$ cat src/sv/fdst_pkg.sv
// Shared types and constants of the per-flow delay statistics table.
// No dependencies; fdst_keys, fdst_update and the top level import this package.
package fdst_pkg;

   localparam int FLOW_ENTRIES_DEFAULT = 16;

   localparam logic CMD_LOG  = 1'b0;
   localparam logic CMD_READ = 1'b1;

   localparam logic [31:0] COUNT_MAX = 32'hFFFF_FFFF;
   localparam logic [47:0] SUM_MAX   = 48'hFFFF_FFFF_FFFF;

   typedef struct packed {
      logic        command;
      logic [7:0]  host_id;
      logic [15:0] flow_id;
      logic [31:0] tx_tick;
      logic [31:0] now_tick;
      logic [3:0]  read_index;
   } fdst_req_type;

   typedef struct packed {
      logic [3:0]  entry_index;
      logic        new_flow;
      logic        table_full;
      logic        entry_valid;
      logic [7:0]  entry_sender;
      logic [15:0] entry_flow;
      logic [31:0] start_tick;
      logic [31:0] end_tick;
      logic [31:0] packet_count;
      logic [47:0] delay_sum;
   } fdst_rsp_type;

   // One word of the statistics memory.
   typedef struct packed {
      logic [7:0]  sender;
      logic [15:0] flow;
      logic [31:0] first_tick;
      logic [31:0] last_tick;
      logic [31:0] pkt_total;
      logic [47:0] delay_total;
   } fdst_stats_type;

   // Outcome of one key lookup.
   typedef struct packed {
      logic hit;
      logic free_found;
      logic read_used;
   } fdst_lookup_type;

   // Claim of a free entry by a new flow.
   typedef struct packed {
      logic        new_entry;
      logic [7:0]  sender;
      logic [15:0] flow;
   } fdst_key_write_type;

   typedef enum logic [1:0] {
      S_IDLE,
      S_LOOKUP,
      S_SELECT,
      S_MODIFY
   } fdst_state_type;

endpackage

$ cat src/sv/fdst_ram.sv
// Generic single-port-write, single-port-read RAM with a registered read.
// No dependencies.
module fdst_ram #(
   parameter int WIDTH = 8,
   parameter int DEPTH = 16
) (
   input  logic                     clock,
   input  logic                     wr_en,
   input  logic [$clog2(DEPTH)-1:0] wr_addr,
   input  logic [WIDTH-1:0]         wr_data,
   input  logic                     rd_en,
   input  logic [$clog2(DEPTH)-1:0] rd_addr,
   output logic [WIDTH-1:0]         rd_data
);

   logic [WIDTH-1:0] mem_ff [DEPTH];
   logic [WIDTH-1:0] rd_data_ff;

   always_ff @(posedge clock) begin
      if (wr_en) begin
         mem_ff[wr_addr] <= wr_data;
      end
      if (rd_en) begin
         rd_data_ff <= mem_ff[rd_addr];
      end
   end

   assign rd_data = rd_data_ff;

endmodule

$ cat src/sv/fdst_keys.sv
// Key store of the flow table: used bits, flow keys and the parallel match.
// Depends on fdst_pkg.
module fdst_keys #(
   parameter int FLOW_ENTRIES = fdst_pkg::FLOW_ENTRIES_DEFAULT
) (
   input  logic                            clock,
   input  logic                            reset,
   input  logic                            lookup_en,
   input  logic [7:0]                      host_id,
   input  logic [15:0]                     flow_id,
   input  logic [$clog2(FLOW_ENTRIES)-1:0] read_addr,
   input  fdst_pkg::fdst_key_write_type    key_write,
   input  logic [$clog2(FLOW_ENTRIES)-1:0] key_write_idx,
   output fdst_pkg::fdst_lookup_type       lookup,
   output logic [$clog2(FLOW_ENTRIES)-1:0] hit_idx,
   output logic [$clog2(FLOW_ENTRIES)-1:0] free_idx
);
   import fdst_pkg::*;

   localparam int IDX_W = $clog2(FLOW_ENTRIES);

   logic [FLOW_ENTRIES-1:0] used_ff;
   logic [FLOW_ENTRIES-1:0] used_in;
   logic [23:0]             key_ff [FLOW_ENTRIES];
   logic [FLOW_ENTRIES-1:0] match_ff;
   logic [FLOW_ENTRIES-1:0] match_in;
   logic [FLOW_ENTRIES-1:0] free_ff;
   logic                    read_used_ff;

   always_comb begin
      used_in = used_ff;
      if (key_write.new_entry) begin
         used_in[key_write_idx] = 1'b1;
      end
   end

   // Each entry compares its own key against the item's key.
   always_comb begin
      for (int i = 0; i < FLOW_ENTRIES; i++) begin
         match_in[i] = used_ff[i] && (key_ff[i] == {host_id, flow_id});
      end
   end

   always_ff @(posedge clock) begin
      if (reset) begin
         used_ff      <= '0;
         match_ff     <= '0;
         free_ff      <= '0;
         read_used_ff <= 1'b0;
      end else begin
         used_ff <= used_in;
         if (lookup_en) begin
            match_ff     <= match_in;
            free_ff      <= ~used_ff;
            read_used_ff <= used_ff[read_addr];
         end
      end
   end

   always_ff @(posedge clock) begin
      if (key_write.new_entry) begin
         key_ff[key_write_idx] <= {key_write.sender, key_write.flow};
      end
   end

   // Lowest-numbered match and lowest-numbered free entry.
   always_comb begin
      hit_idx  = '0;
      free_idx = '0;
      for (int i = FLOW_ENTRIES - 1; i >= 0; i--) begin
         if (match_ff[i]) begin
            hit_idx = IDX_W'(i);
         end
         if (free_ff[i]) begin
            free_idx = IDX_W'(i);
         end
      end
   end

   assign lookup.hit        = |match_ff;
   assign lookup.free_found = |free_ff;
   assign lookup.read_used  = read_used_ff;

   a_keys_unique: assert property (@(posedge clock) disable iff (reset)
      $onehot0(match_ff))
      else $error("a key matched more than one entry");

   a_claim_free: assert property (@(posedge clock) disable iff (reset)
      key_write.new_entry |-> !used_ff[key_write_idx])
      else $error("a new flow claimed an entry already in use");

   a_claim_no_hit: assert property (@(posedge clock) disable iff (reset)
      key_write.new_entry |-> (lookup.free_found && !lookup.hit))
      else $error("a new flow was created although its key matched or no entry was free");

endmodule

$ cat src/sv/fdst_update.sv
// Statistics update for one logged packet: count, saturating delay sum, ticks.
// Depends on fdst_pkg.
module fdst_update (
   input  fdst_pkg::fdst_stats_type old_stats,
   input  fdst_pkg::fdst_req_type   req,
   input  logic                     is_new,
   output fdst_pkg::fdst_stats_type new_stats
);
   import fdst_pkg::*;

   logic [31:0] delay;
   logic [48:0] sum_wide;
   logic [31:0] count_base;
   logic [47:0] sum_base;

   always_comb begin
      // A packet sent after it arrived counts as zero delay.
      delay = (req.now_tick >= req.tx_tick) ? (req.now_tick - req.tx_tick) : '0;

      count_base = is_new ? '0 : old_stats.pkt_total;
      sum_base   = is_new ? '0 : old_stats.delay_total;
      sum_wide   = {1'b0, sum_base} + {17'd0, delay};

      new_stats.sender     = is_new ? req.host_id : old_stats.sender;
      new_stats.flow       = is_new ? req.flow_id : old_stats.flow;
      new_stats.first_tick = is_new ? req.now_tick : old_stats.first_tick;
      new_stats.last_tick  = req.now_tick;
      new_stats.pkt_total  = (count_base == COUNT_MAX) ? COUNT_MAX : count_base + 32'd1;
      new_stats.delay_total = sum_wide[48] ? SUM_MAX : sum_wide[47:0];
   end

endmodule

$ cat src/sv/per_flow_delay_stats_table_unit.sv
// Top level of the per-flow delay statistics table: sequencer, response register.
// Depends on fdst_pkg, fdst_ram, fdst_keys and fdst_update.
//
//   Channel   Direction  Handshake              Payload
//   req_      in         req_valid / req_ready  fdst_req_type (log or read command)
//   rsp_      out        rsp_valid / rsp_ready  fdst_rsp_type (one result per item)
//
// Each item passes through acceptance, key match (registered), entry
// selection with the statistics memory read, and modify with write-back.
// The registered match and the registered memory read lie ahead of the
// read-modify-write. A new item is taken only after the last one has left
// the modify step. Reset clears the used bits and the sequencer; no
// clearing pass is needed. A stalled response holds the block in the modify
// step, but an item may be accepted while a finished result still waits.
module per_flow_delay_stats_table_unit #(
   parameter int FLOW_ENTRIES = fdst_pkg::FLOW_ENTRIES_DEFAULT
) (
   input  logic                   clock,
   input  logic                   reset,
   input  logic                   req_valid,
   output logic                   req_ready,
   input  fdst_pkg::fdst_req_type req_payload,
   output logic                   rsp_valid,
   input  logic                   rsp_ready,
   output fdst_pkg::fdst_rsp_type rsp_payload
);
   import fdst_pkg::*;

   localparam int IDX_W = $clog2(FLOW_ENTRIES);

   fdst_state_type     state_ff;
   fdst_state_type     state_in;

   fdst_req_type       req_ff;
   fdst_rsp_type       rsp_ff;
   fdst_rsp_type       rsp_in;
   logic               rsp_valid_ff;

   // Outcome of the selection step, held through the modify step.
   logic [IDX_W-1:0]   sel_idx_ff;
   logic [IDX_W-1:0]   sel_idx_in;
   logic               sel_new_ff;
   logic               sel_new_in;
   logic               sel_full_ff;
   logic               sel_full_in;
   logic               sel_valid_ff;
   logic               sel_valid_in;

   logic               req_take;
   logic               lookup_en;
   logic               ram_rd_en;
   logic               rsp_load;
   logic               ram_we;
   logic               is_read;
   logic               read_in_range;
   logic [IDX_W+3:0]   read_idx_wide;
   logic [IDX_W+3:0]   sel_idx_wide;

   fdst_lookup_type    lookup;
   logic [IDX_W-1:0]   hit_idx;
   logic [IDX_W-1:0]   free_idx;
   fdst_key_write_type key_write;
   fdst_stats_type     ram_rd_data;
   fdst_stats_type     upd_stats;

   assign is_read       = (req_ff.command == CMD_READ);
   assign read_idx_wide = (IDX_W + 4)'(req_ff.read_index);
   assign read_in_range = ((IDX_W + 5)'(req_ff.read_index) < (IDX_W + 5)'(FLOW_ENTRIES));
   assign sel_idx_wide  = (IDX_W + 4)'(sel_idx_ff);

   // ---------------------------------------------------------------- sequencer
   always_comb begin
      state_in = state_ff;
      unique case (state_ff)
         S_IDLE: begin
            if (req_valid) begin
               state_in = S_LOOKUP;
            end
         end
         S_LOOKUP: begin
            state_in = S_SELECT;
         end
         S_SELECT: begin
            state_in = S_MODIFY;
         end
         S_MODIFY: begin
            if (!rsp_valid_ff || rsp_ready) begin
               state_in = S_IDLE;
            end
         end
         default: begin
            state_in = S_IDLE;
         end
      endcase
   end

   always_comb begin
      req_ready = 1'b0;
      lookup_en = 1'b0;
      ram_rd_en = 1'b0;
      rsp_load  = 1'b0;
      unique case (state_ff)
         S_IDLE: begin
            req_ready = 1'b1;
         end
         S_LOOKUP: begin
            lookup_en = 1'b1;
         end
         S_SELECT: begin
            ram_rd_en = 1'b1;
         end
         S_MODIFY: begin
            rsp_load = !rsp_valid_ff || rsp_ready;
         end
         default: begin
            req_ready = 1'b0;
         end
      endcase
   end

   assign req_take = req_valid && req_ready;

   always_ff @(posedge clock) begin
      if (reset) begin
         state_ff <= S_IDLE;
      end else begin
         state_ff <= state_in;
      end
   end

   always_ff @(posedge clock) begin
      if (req_take) begin
         req_ff <= req_payload;
      end
   end

   // ------------------------------------------------------------ key lookup
   // The item's key was captured at acceptance; the match is registered in
   // the key store during the lookup step.
   fdst_keys #(
      .FLOW_ENTRIES (FLOW_ENTRIES)
   ) u_keys (
      .clock         (clock),
      .reset         (reset),
      .lookup_en     (lookup_en),
      .host_id       (req_ff.host_id),
      .flow_id       (req_ff.flow_id),
      .read_addr     (read_idx_wide[IDX_W-1:0]),
      .key_write     (key_write),
      .key_write_idx (sel_idx_ff),
      .lookup        (lookup),
      .hit_idx       (hit_idx),
      .free_idx      (free_idx)
   );

   // ------------------------------------------------------------- selection
   // A read names its entry directly. A log takes its matching entry, else
   // the lowest free one; with neither the packet is dropped.
   always_comb begin
      sel_idx_in   = '0;
      sel_new_in   = 1'b0;
      sel_full_in  = 1'b0;
      sel_valid_in = 1'b0;
      priority if (is_read) begin
         sel_idx_in   = read_idx_wide[IDX_W-1:0];
         sel_valid_in = read_in_range && lookup.read_used;
      end else if (lookup.hit) begin
         sel_idx_in   = hit_idx;
         sel_valid_in = 1'b1;
      end else if (lookup.free_found) begin
         sel_idx_in   = free_idx;
         sel_new_in   = 1'b1;
         sel_valid_in = 1'b1;
      end else begin
         sel_full_in  = 1'b1;
      end
   end

   always_ff @(posedge clock) begin
      if (ram_rd_en) begin
         sel_idx_ff   <= sel_idx_in;
         sel_new_ff   <= sel_new_in;
         sel_full_ff  <= sel_full_in;
         sel_valid_ff <= sel_valid_in;
      end
   end

   // ------------------------------------------------------ statistics memory
   // Only one item is in flight, so the write-back of one item is complete
   // before the next item reads the memory; no forwarding is needed.
   fdst_ram #(
      .WIDTH ($bits(fdst_stats_type)),
      .DEPTH (FLOW_ENTRIES)
   ) u_stats_ram (
      .clock   (clock),
      .wr_en   (ram_we),
      .wr_addr (sel_idx_ff),
      .wr_data (upd_stats),
      .rd_en   (ram_rd_en),
      .rd_addr (sel_idx_in),
      .rd_data (ram_rd_data)
   );

   fdst_update u_update (
      .old_stats (ram_rd_data),
      .req       (req_ff),
      .is_new    (sel_new_ff),
      .new_stats (upd_stats)
   );

   assign ram_we                = rsp_load && !is_read && !sel_full_ff;
   assign key_write.new_entry   = ram_we && sel_new_ff;
   assign key_write.sender      = req_ff.host_id;
   assign key_write.flow        = req_ff.flow_id;

   // ------------------------------------------------------- response register
   always_comb begin
      rsp_in = '0;
      priority if (is_read) begin
         rsp_in.entry_index = req_ff.read_index;
         if (sel_valid_ff) begin
            rsp_in.entry_valid  = 1'b1;
            rsp_in.entry_sender = ram_rd_data.sender;
            rsp_in.entry_flow   = ram_rd_data.flow;
            rsp_in.start_tick   = ram_rd_data.first_tick;
            rsp_in.end_tick     = ram_rd_data.last_tick;
            rsp_in.packet_count = ram_rd_data.pkt_total;
            rsp_in.delay_sum    = ram_rd_data.delay_total;
         end
      end else if (sel_full_ff) begin
         // A dropped packet reports nothing but the full flag.
         rsp_in.table_full = 1'b1;
      end else begin
         rsp_in.entry_index  = sel_idx_wide[3:0];
         rsp_in.new_flow     = sel_new_ff;
         rsp_in.entry_valid  = 1'b1;
         rsp_in.entry_sender = upd_stats.sender;
         rsp_in.entry_flow   = upd_stats.flow;
         rsp_in.start_tick   = upd_stats.first_tick;
         rsp_in.end_tick     = upd_stats.last_tick;
         rsp_in.packet_count = upd_stats.pkt_total;
         rsp_in.delay_sum    = upd_stats.delay_total;
      end
   end

   always_ff @(posedge clock) begin
      if (reset) begin
         rsp_valid_ff <= 1'b0;
      end else if (rsp_load) begin
         rsp_valid_ff <= 1'b1;
      end else if (rsp_ready) begin
         rsp_valid_ff <= 1'b0;
      end
   end

   always_ff @(posedge clock) begin
      if (rsp_load) begin
         rsp_ff <= rsp_in;
      end
   end

   assign rsp_valid   = rsp_valid_ff;
   assign rsp_payload = rsp_ff;

   // ---------------------------------------------------------------- checks
   a_full_clean: assert property (@(posedge clock) disable iff (reset)
      (rsp_valid_ff && rsp_ff.table_full) |-> (!rsp_ff.new_flow && !rsp_ff.entry_valid))
      else $error("a dropped packet reported an entry");

   a_write_ends_item: assert property (@(posedge clock) disable iff (reset)
      ram_we |=> (state_ff == S_IDLE && rsp_valid_ff))
      else $error("a write-back did not finish its item");

   a_accept_starts_lookup: assert property (@(posedge clock) disable iff (reset)
      req_take |=> (state_ff == S_LOOKUP))
      else $error("an accepted item did not start a lookup");

endmodule
$ cat config.mk
export PLATFORM = sky130hd
export DESIGN_NAME = per_flow_delay_stats_table_unit
export DESIGN_NICKNAME = d
export VERILOG_FILES = /design/src/sv/fdst_pkg.sv /design/src/sv/fdst_ram.sv /design/src/sv/fdst_keys.sv /design/src/sv/fdst_update.sv /design/src/sv/per_flow_delay_stats_table_unit.sv
export SDC_FILE = /design/constraint.sdc
export NUM_CORES = 2
export LEC_CHECK = 0
export BUFFER_PORTS_ARGS = -buffer_cell sky130_fd_sc_hd__buf_2
export CORE_ASPECT_RATIO = 1.75
export CORE_MARGIN = 2
export CORE_UTILIZATION = 60
export DETAILED_ROUTE_END_ITERATION = 8
export HOLD_SLACK_MARGIN = 0.06
export PLACE_DENSITY_LB_ADDON = 0.15
export SLEW_MARGIN = 20
export SYNTH_ARGS = -nofsm -noshare
export SYNTH_HDL_FRONTEND = slang
export SYNTH_SLANG_ARGS = --single-unit
$ cat constraint.sdc
create_clock -name clock -period 39.1 [get_ports clock]
set_input_delay 9.775 -clock clock [delete_from_list [all_inputs] [get_ports clock]]
set_output_delay 9.775 -clock clock [all_outputs]
set_load 0.02 [all_outputs]
==> summary.md <==
| Metric | Value |
|---|---|
| Post-synthesis area per instance | 13.1 um^2 |
| Area grow syn2layout | 10.2% |
| Syn. warnings | 0 |
| Worst-case reg-to-reg path depth | 27 |
| Arr. time, crit path | 14.43 ns |
| Cell Chain, Critical Path | buf_2, nor2b_1, nor2b_4, buf_4, nand2_1, nor2_1, nand2_1, nor2_4, buf_4, buf_4, buf_4 |
| Minimum clock period | 13.94 ns |
| Critical Path Source | rsp_ready |
| Core area | 238000 um^2 |
| Congestion Overflow GR | 0 |
| Final GP Congestion | 0.902 |
| Tot GR Track Use | 32.2% |
| Gr busiest metal | met2 |
| Measured slew at the worst slew-check pin | 1.25 ns |
| CTS root buf | clkbuf_16 |
| Status | finished clean |
| Initial core utilization | 60.4% |
| Post-CTS Setup Bufs | 0 |
| Critical path's most frequent cell | buf_4 |
| Endpoints failing setup | 0 |
| CTS sink count | 3567 |
| Post-synthesis cell area | 144000 um^2 |
| Synth top area cells | edfxtp_1, nand2_1, nand3_1 |
| Final wirelength | 399000 um |
| Tcrit/Tclk final | 35.7% |
| IO Port Bufs | 273 |
| Crit path launch type | primary input |
| Worst setup EP type | flop |
| P_leak | 0.0546 uW |
| Num rows | 237 |
| CTS max path bufs | 4 |
| Iter 0 DRT Violations | 11737 |
| WHS | 0.507 ns |
| Synth top cells by count | edfxtp_1, nand2_1, nand3_1 |
| Share of the synthesized area in the top cell type | 73.3% |
| FF+latch count, synth | 3567 |
| Fraction of layout instances using a drive strength above 1 | 9.47% |
| Post-synth top area cell | edfxtp_1 |
| CTS tree | built |
| Hold path cells | 2 |
| Pins Over Slew Limit | 0 |
| Antenna violations before repair | 24 |
| DR WL/cell | 27.6 um |
| Yosys cell types | 89 |
| Clock skew | 0.0450 ns |
| Final Hold Violating Endpoints | 0 |
| RSZ-0062 raised after global routing | no |
| Syn nets | 11146 |
| Most common flop cell mapped by yosys | edfxtp_1 |
| Post-synth EDFFs | 3515 |
| Type of the worst setup path | in -> reg |
| FFs w/ async S/R, synth | 0% |
| H-tree depth | 5 |
| Hold Crit Class | reg -> reg |
| Num ports | 274 |
| Rel. slew slack | 16.6% |
| Pre-antenna DRT Iters | 8 |
| Crit path largest cell delay | 0.96 ns |
| Drc violations | 0 |
| Vias | 92707 |
| Final nets | 11276 |
| TritonCTS Buffers | 314 |
| M1 GR Usage | 40.7% |
| Via-per-instance ratio | 6.41 |
| Sequential share of the synthesized area | 74.1% |
| Crit path buf inv count | 5 |
| Reg2reg start | req_ff[4] |
| Crit path max-delay family | buffers and inverters |
| PnR Total Power | 12300 uW |
| ANT nets after route | 0 |
| M3 GR Usage | 4.38% |
| CP Depth | 11 |
| Detailed Place HPWL | 210000 um |
| Crit-path slowest cell | buf_4 |
| Max Fclk | 71.7 MHz |
| Placement Cell Area | 148000 um^2 |
| Largest net degree at the start of global routing | 198 |
| GR Util met2 | 55.0% |
| Clk slew on worst S/H paths | 0.07 ns |
| Max FO, Critical Path | 48 |
| Post-Synthesis Cells | 10978 |
| Max Cap Viol | 0 |
| Design Area, Final | 159000 um^2 |
| Pwr Density | 77.7 nW/um^2 |
| Die footprint | 244000 um^2 |
| Fin Setup TNS | 0 ns |
| Worst hold start | u_keys.match_ff[2] |
| Die height | 652 um |
| Most frequent cell after synthesis | edfxtp_1 |
| Clock Latency Late Sink | 0.88 ns |
| Worst ir drop on vdd | 0.0999 mV |
| Hold buffer count at cts | 0 |
| Vias in the first global route | 90694 |
| First-pass GRT wire length | 583000 um |
| Post-CTS Resized | 0 |
| WP data required | 39.58 ns |
| Die W | 374 um |
-- path summary, 6_finish.rpt --
check,endpoint,slack [ns]
worst max-delay path,u_stats_ram.mem_ff[12][87],25.16
worst min-delay path,u_keys.match_ff[2],0.51
worst max register to register,rsp_payload[41],29.84
worst min register to register,u_keys.match_ff[2],0.51
-- sequential cells by signal (all words and copies together) (netlist names), 16 cells and up --
| name | count |
|---|---|
| u_keys.free_ff | 16 |
| u_stats_ram.rd_data | 168 |
| u_keys.key_ff | 384 |
| u_stats_ram.mem_ff | 2688 |
| key_write | 24 |
| rsp_payload | 175 |
| u_keys.match_ff | 16 |
| u_keys.used_ff | 16 |
| req_ff | 64 |
-- layout by cell type, fill, tap and decap left out, drive strengths merged, types with 32 or more instances in the layout --
cell,instances
a22o,147
clkinv,112
a21oi,102
mux2,61
buf,478
o21ai,94
nand4,252
ha,69
nor3,45
nand3,2050
inv,102
xor2,211
a21o,32
nor4,57
nor2,174
nand2,2823
edfxtp,3515
xnor2,256
clkbuf,384
nor2b,62
dfxtp,52
-- cell type report --
class                   count  area (um^2)
clock inverters           170         1640
repair buffers            478         3190
clock buffers             384         8420
well taps                3107         3890
fillers                 16969        79900
flip-flops and latches   3567       107000
multi-input cells        6655        34400
inverters                  92          360
diodes                      7         17.5
-- metal layers --
| layer | part of all wire [%] | vias to the layer above |
|---|---|---|
| met5 | 0.012 | - |
| met4 | 5.6 | 6 |
| met2 | 50 | 5190 |
| li1 | - | 40074 |
| met1 | 36 | 46422 |
| met3 | 8.9 | 1015 |
-- cell families after synthesis --
logic type | after synthesis | synth area share (%)
AO/OA/AOI/OAI | 481 | 2.38
adder cells (fa/ha/maj) | 71 | 0.628
XOR/XNOR | 467 | 2.84
multiplexers | 85 | 0.688
AND/OR/NAND/NOR | 5551 | 17.2
buffers and inverters | 756 | 2.24
flip-flops | 3567 | 74.1
-- power breakdown --
| part | internal [uW] | total (uW) | leakage [uW] | switching [uW] |
|---|---|---|---|---|
| logic | 1050 | 4210 | 0.0174 | 3170 |
| clock network | 1730 | 3090 | 0.00488 | 1360 |
| registers | 4920 | 5010 | 0.0323 | 99.2 |
-- tightest hold or removal path: stages, from the launching register on --
cell	delay, ns
dfxtp_1	0.33
nand2b_1	0.08
a21oi_1	0.05
-- stage by stage --
stage / utilization [%] / setup WS [ns] / instances
3_5_place_dp: 62.2 / 24.40 / 13898
3_3_place_gp: 62.2 / 24.32 / 13898
2_1_floorplan: - / 7.15 / 10978
5_1_grt: 66.5 / 24.98 / 14455
4_1_cts: 66.4 / 25.30 / 14452
6_report: 66.5 / 25.16 / 14460
(Power assumes the default switching activity.)
